$ cat src/sv/jsvd_queue.sv
module jsvd_queue #(
  parameter int W = 8,
  parameter int DEPTH = 4
) (
  input  logic         clk,
  input  logic         rst,
  input  logic         push,
  input  logic [W-1:0] din,
  output logic         full,
  input  logic         pop,
  output logic [W-1:0] dout,
  output logic         empty
);

  localparam int PW = (DEPTH > 1) ? $clog2(DEPTH) : 1;
  localparam int CNTW = $clog2(DEPTH + 1);

  logic [W-1:0] store [DEPTH];
  logic [PW-1:0] head;
  logic [PW-1:0] tail;
  logic [CNTW-1:0] count;
  logic do_push;
  logic do_pop;

  assign full = (count == CNTW'(DEPTH));
  assign empty = (count == '0);
  assign do_push = push && !full;
  assign do_pop = pop && !empty;
  assign dout = store[head];

  always_ff @(posedge clk) begin
    if (do_push) begin
      store[tail] <= din;
    end
  end

  always_ff @(posedge clk) begin
    if (rst) begin
      head <= '0;
      tail <= '0;
      count <= '0;
    end else begin
      if (do_push) begin
        tail <= (tail == PW'(DEPTH - 1)) ? '0 : tail + PW'(1);
      end
      if (do_pop) begin
        head <= (head == PW'(DEPTH - 1)) ? '0 : head + PW'(1);
      end
      if (do_push && !do_pop) begin
        count <= count + CNTW'(1);
      end else if (do_pop && !do_push) begin
        count <= count - CNTW'(1);
      end
    end
  end

endmodule

$ cat config.mk
export PLATFORM = sky130hd
export DESIGN_NAME = jsvd_queue
export DESIGN_NICKNAME = d
export VERILOG_FILES = /design/src/sv/jsvd_queue.sv
export SDC_FILE = /design/constraint.sdc
export NUM_CORES = 1
export LEC_CHECK = 0
export ABC_AREA = 1
export ABC_CLOCK_PERIOD_IN_PS = 5100
export BUFFER_PORTS_ARGS = -buffer_cell sky130_fd_sc_hd__buf_2
export CAP_MARGIN = 25
export CORE_MARGIN = 2
export CORE_UTILIZATION = 60
export CTS_CLUSTER_DIAMETER = 150
export DETAILED_ROUTE_END_ITERATION = 16
export PLACE_DENSITY = 0.83
export SYNTH_ARGS = -nofsm -noshare
export SYNTH_HDL_FRONTEND = slang
export SYNTH_SLANG_ARGS = --single-unit
$ cat constraint.sdc
create_clock -name clk -period 5.1 [get_ports clk]
set_clock_uncertainty 0.1 [all_clocks]
set_input_delay 0.765 -clock clk [delete_from_list [all_inputs] [get_ports clk]]
set_output_delay 0.765 -clock clk [all_outputs]
set_load 0.01 [all_outputs]
* Word level (Yosys, flattened, before mapping)
Memory sizes are Yosys's and may differ from the RTL's. A register that Yosys moved wholly into a read port is not among the register bits.
Index checks and enable logic that the tools add are counted.
** Word-level totals
- Memories :: 1
- RAM bits :: 32
- Register bits after elaboration :: 7
- Input bits :: 12
- Output and inout port bits :: 10
** Cells by class
- Add/subtract/negate cells :: 4
- Reductions and logical operators :: 10
- Eq/ne operators :: 3
- Multiplexer cells :: 8
** Memory list
- store :: depth 4, bits a word 8, read ports 1, clocked after Yosys merged registers in 1, write ports 1, RTL line 18 : logic [W-1:0] store [DEPTH];
** Operators with widths (number)
- $mux 2 :: 4
- $mux 3 :: 2
- $add 2x1->2 const B :: 2
- $eq 2x2->1 const B :: 2
- $logic_and 1x1->1 :: 4
- $logic_not 1->1 :: 4
- $add 3x1->3 const B :: 1
- $eq 3x3->1 const B :: 1
- $logic_not 3->1 :: 1
- $sub 3x1->3 const B :: 1
- $mux 1 :: 2
- $reduce_bool 2->1 :: 1

* Depth between registers and ports, before layout
Gate-level depths: netlist (run 1).
- Word-level depth :: 7
- Gate-level depth with buffers :: 13

* Least setup slack after synthesis (run 1)
Ideal clock, no wire load.
- Path type :: input to register
- From :: in push
- To :: reg count[1]
- Data required time :: 4884 ps
- Stages on the path :: 7
- Path slack :: 3117 ps
- Arrival :: 1768 ps
- Cells stage by stage :: nand2_2 > inv_1 > ha_1 > inv_1 > fa_1 > o21ai_0 > nor2_1
** On the way
- Cells in the longest elaborated chain, start to end :: 4
- Elaborated cells on any way between the ends :: 6
** Ends and longest elaborated chain
- start, declared :: RTL line 7 : input logic push,
- $logic_and 1x1->1 (*) :: RTL line 27 : assign do_push = push && !full;
- net do_push :: RTL line 22 : logic do_push;
- $logic_not 1->1 :: RTL line 51 : end else if (do_pop && !do_push) begin
- $logic_and 1x1->1 :: RTL line 51
- $reduce_bool 2->1 (no line)
- end signal, assigned :: RTL line 50 : count <= count + CNTW'(1);
- end signal, assigned :: RTL line 52 : count <= count - CNTW'(1);
- end, declared :: RTL line 21 : logic [CNTW-1:0] count;
Mark *: on every way through the listed nets, which the timed path passes. The rest lies on a longest branch.
A chain may end at the register's enable or synchronous reset.

==> results of run 1 <==
## state kept, by name, summed over array words and instances, names as in the netlist, named ones only
name,cells
store,32
head,2
count,3
tail,2
## per-layer routing
| metal | share of wire | up-vias |
|---|---|---|
| met5 | 0 | - |
| met4 | 0.023 | 0 |
| met3 | 0.048 | 8 |
| met2 | 0.55 | 26 |
| met1 | 0.38 | 525 |
| li1 | - | 553 |
## cell type report
cell class / instances / area [µm²]
repair buffers: 21 / 105
clock buffers: 5 / 37.5
multi-input cells: 86 / 465
flip-flops and latches: 41 / 1140
clock inverters: 3 / 65.1
inverters: 18 / 67.6
fillers: 188 / 790
well taps: 31 / 38.8
## per-stage QoR
stage	area, µm²	util
after floorplan	1700	-
after global placement	1820	0.671
after detailed placement	1820	0.671
after CTS	1920	0.709
after global routing	1920	0.709
final	1920	0.709
## how the worst max path moves through the flow
| stage | startpoint | end | cells after the start |
|---|---|---|---|
| 2_1_floorplan | push | count[1] | 7 |
| 4_1_cts | flop | dout[2] | 4 |
| 5_1_grt | flop | dout[4] | 4 |
| 3_3_place_gp | push | count[1] | 8 |
| 3_5_place_dp | push | count[2] | 12 |
| 6_report | flop | dout[3] | 4 |
## worst max-delay path, delay by kind of cell, from the launching register on
kind,cells,cell delay (ns)
buffers and inverters,2,0.40
DFF,1,0.68
AOI/OAI and AO/OA,2,0.31
## Yosys cell counts
master     n  area share
edfxtp_1  32        0.57
a21oi_1    2      0.0059
inv_2      1      0.0022
o22ai_1    8       0.029
inv_1     17       0.038
ha_1       6       0.044
o21ai_2    3       0.015
fa_1       1       0.012
nand2_1   13       0.029
nand4_1    1      0.0037
xor2_1     1      0.0052
nand3b_1   2      0.0088
nand2_2    1      0.0037
nor2_1    33       0.073
o21ai_0   13       0.038
o21ai_1    1      0.0029
dfxtp_1    9        0.11
buf_6      2       0.013
nand3_1    1      0.0029
## report_power, final
part | total (mW) | switching, mW | internal [mW]
combinational | 0.291 | 0.179 | 0.112
sequential | 0.457 | 0.0425 | 0.414
clock | 0.256 | 0.105 | 0.152
total | 1.00 | 0.326 | 0.678
## cell families (layout without fill, tap and decap cells)
kind of cell	after synthesis	count (layout)
AOI/OAI and AO/OA	27	27
xor gates and xnor gates	1	1
adders and majority gates	7	7
buffers and inverters	20	47
DFF	41	41
and+or+nand+nor	51	51
==> run_results.csv, run 1 <==
group,metric,value,unit
clock_network,post_cts_resized,0,
timing,worstMarginPinSlew,0.809,ns
die,fp.dieW,57.2,µm
critical_path,path_cells,"inv_2 -> o21ai_0 -> o22ai_1 -> buf_2",
timing,finalSetupViolCount,0,
clock_network,cts_hold_buf,0,
layout,nNetsFinal,192,
synth,synth_xor_area_frac,0.00516,
critical_path,r2r-end,"count[1]",
global_route,grt_pass1_wl,4750,µm
synth,synth-compound-area-share,0.0922,
die,start_util,0.626,
drt,drt-total-wl,2900,µm
synth,yosys_register_bits,41,
critical_path,reg2reg_depth,9,
timing,hold_slack,0.449,ns
global_route,grt_use_total,0.198,
global_route,use_met1,0.213,
hold_path,hold_path_class,"flop to flop",
critical_path,r2r_slack,3.07,ns
timing,slew_headroom,0.459,
pwr,leakagePower,0.787,nW
die,rows,19,
clock_network,h-tree-depth,2,
layout,mostFrequentLayoutCells,"33 x nor2_1, 32 x edfxtp_1, 21 x buf_2",
timing,period_needed,2.61,ns
critical_path,startpoint_type,"flop",
global_route,grt-ovfl-total,0,
synth,synth-simple-area-share,0.121,
placement,place_ws,2.87,ns
pwr,power_density,523,nW/µm²
timing,rsz0062_at_grt,"no",
global_route,grt_max_degree,18,
pwr,fin_total_pwr,1.00,mW
synth,yosys_warnings,0,
layout,final_common_cell,"nor2_1",
synth,synth_top_family_by_area,"simple AND/OR/NAND/NOR gates",
layout,antennaDiodeCount,0,
placement,place.gp.congestion,0.791,
placement,hpwl,2030,µm
critical_path,worst-endpoint-required,4.24,ns
synth,synth-adder-area-share,0.0560,
hold_path,hold_start,"head[1]",
layout,drive_above_1_share,0.195,
clock_network,cts_setup_buffers,0,
placement,dpl.cell_count,197,
global_route,antenna_found_initial,0,
timing,drv_slew,0,
hold_path,min_to,"head[1]",
layout,area_growth,13.2,%
drt,drtAntennaViolNets,0,
synth,yosysSeqAreaShare,0.673,
drt,firstDrtPassIters,4,
drt,wl_per_cell,14.2,µm
layout,instances_no_fill,205,
die,dieHeight,57.2,µm
timing,max_freq,383,MHz
synth,syn_area,1700,µm²
drt,routed_via_density,5.42,
critical_path,critPathKind,"flop to primary output",
timing,hold_viol_final,0,
die,io_pins,22,
outcome,status,"complete, no violations",
run,maxCapViolations,0,
critical_path,critPathMaxFanout,17,
die,dieArea,3270,µm²
critical_path,cp_slowest_stage_delay,0.68,ns
critical_path,worstPathArrival,1.75,ns
clock_network,clk_path_buf_depth,2,
pwr,irDropWorstVdd,0.412,mV
hold_path,min_path_cells,2,
critical_path,worstReg2RegStart,"count[1]",
clock_network,cts_tree,"done",
drt,vias,1112,
drt,drc,0,
die,placeableCoreArea,2710,µm²
critical_path,cp-end-kind,"primary output",
global_route,use_met2,0.366,
global_route,met3_usage,0.0454,
clock_network,clk_latency,0.35,ns
timing,worst_slack,2.49,ns
drt,first_iter_violations,40,
clock_network,cts_buffers,5,
clock_network,clkSinkCount,41,
synth,muxShareOfSynthArea,0,
synth,postSynthAreaPerCell,11.5,µm²
synth,ys_types,19,
global_route,busiest_layer,"met2",
global_route,grt_pass1_vias,1110,
clock_network,cts_root_buf,"clkbuf_4",
timing,tns,0,ns
critical_path,crit_slowest_cell,"dfxtp_1",
placement,place.port_buffers,21,
clock_network,path_clk_slew,0.12,ns
synth,synth_nets,166,
synth,netlist_instances,147,
timing,period_share,0.512,
No activity file was read; power rests on OpenSTA's default activity.
==> run 2: changes to the inputs <==
Settings changed: ABC_CLOCK_PERIOD_IN_PS 5100 to 2700, CORE_UTILIZATION 60 to 56, PLACE_DENSITY 0.83 to 0.79.
Clock period 5.1 ns to 2.7 ns, I/O delays scaled along.
==> run_results.csv, run 2 (synthesis gave the netlist of run 1 again) <==
group,metric,value,unit
layout,regMostFlops,"store",
placement,dpl.cell_count,198,
global_route,grt_use_total,0.198,
hold_path,hold_path_class,"primary input to flop",
layout,largestRegisters,"store: 32 flops, count: 3 flops",
global_route,grt_pass1_vias,1157,
die,io_pins,22,
pwr,fin_total_pwr,1.74,mW
timing,rsz0062_at_grt,"no",
layout,antennaDiodeCount,0,
run,maxCapViolations,0,
global_route,grt_pass1_wl,4840,µm
die,start_util,0.600,
placement,place.port_buffers,21,
drt,first_iter_violations,43,
critical_path,startpoint_type,"flop",
hold_path,min_path_cells,2,
timing,finalSetupViolCount,0,
critical_path,reg2reg_depth,13,
die,dieHeight,59.0,µm
timing,hold_slack,0.120,ns
critical_path,cp-end-kind,"primary output",
clock_network,clk_latency,0.34,ns
pwr,leakagePower,0.770,nW
pwr,irDropWorstVdd,0.608,mV
timing,worstMarginPinSlew,0.893,ns
timing,drv_slew,0,
outcome,status,"complete, no violations",
die,dieArea,3490,µm²
timing,hold_viol_final,0,
drt,routed_via_density,5.38,
global_route,grt-ovfl-total,0,
die,placeableCoreArea,2830,µm²
layout,nNetsFinal,193,
layout,final_common_cell,"nor2_1",
clock_network,cts_root_buf,"clkbuf_4",
layout,fillCellCount,209,
clock_network,clk_path_buf_depth,2,
pwr,power_density,922,nW/µm²
drt,firstDrtPassIters,4,
drt,wl_per_cell,14.6,µm
layout,regArea,1140,µm²
global_route,antenna_found_initial,0,
timing,period_needed,2.04,ns
critical_path,worst-endpoint-required,2.19,ns
placement,place.gp.congestion,0.818,
layout,mostFrequentLayoutCells,"33 x nor2_1, 32 x edfxtp_1, 21 x buf_2",
layout,multiInputGateArea,465,µm²
clock_network,path_clk_slew,0.11,ns
clock_network,cts_buffers,5,
drt,drc,0,
placement,hpwl,2160,µm
drt,vias,1109,
clock_network,cts_setup_buffers,0,
layout,area_growth,11.1,%
clock_network,post_cts_resized,0,
global_route,grt_max_degree,17,
timing,max_freq,489,MHz
clock_network,cts_hold_buf,0,
clock_network,h-tree-depth,2,
layout,instances_no_fill,206,
layout,drive_above_1_share,0.189,
clock_network,cts_tree,"done",
timing,slew_headroom,0.402,
layout,largest_reg_flops,32,
critical_path,critPathKind,"flop to primary output",
critical_path,worstPathArrival,1.54,ns
die,fp.dieW,59.0,µm
critical_path,critPathMaxFanout,16,
die,rows,19,
timing,period_share,0.757,
clock_network,clkSinkCount,41,
drt,drtAntennaViolNets,0,
drt,drt-total-wl,3010,µm
timing,tns,0,ns
-- run 2: cell types whose count changed in the layout (fill, tap and decap cells not counted), sizes merged --
| cell | change |
|---|---|
| bufinv | -2 |
| clkinv | -1 |
| clkbuf | +3 |
| buf | +1 |
-- run 2: where the power goes --
part           leakage (nW)  internal, mW  switching [mW]
combinational         0.370         0.219           0.350
clock                0.0326         0.129           0.182
sequential            0.368         0.783          0.0754
-- run 2: final timing paths --
check                           slack (ns)  startpoint       end
worst max-delay path                  0.66        flop   dout[4]
worst min register to register        0.45    count[1]  count[1]
worst min-delay path                  0.12         rst  count[0]
worst max register to register        0.71    count[0]  count[2]
-- run 2: area by class of cell --
class,count,area share
clock buffers,8,0.0312
flip-flops and latches,41,0.606
inverters,18,0.0359
multi-input cells,86,0.247
repair buffers,22,0.0598
well taps,31,0.0206
-- run 2: stage by stage --
step                       util  area, µm²  setup WS (ns)
after floorplan               -       1700          0.910
after global placement    0.645       1830          0.840
after detailed placement  0.645       1830          0.732
after CTS                 0.666       1880          0.648
after global routing      0.666       1880          0.533
final                     0.666       1880          0.657
-- run 2: metal layers --
layer | up-vias | track usage | part of all wire | routed length (µm)
met5 | - | 0 | 0 | 0
li1 | 558 | - | - | -
met1 | 512 | 0.201 | 0.40 | 1220
met2 | 33 | 0.344 | 0.53 | 1600
met3 | 6 | 0.0895 | 0.051 | 155
met4 | 0 | 0.0909 | 0.014 | 41
-- run 2: worst max-delay path, cell delays in order, from the launching register on --
cell and delay, ns:
dfxtp_1 0.53, inv_2 0.20, o21ai_0 0.21, o22ai_1 0.11, buf_2 0.15
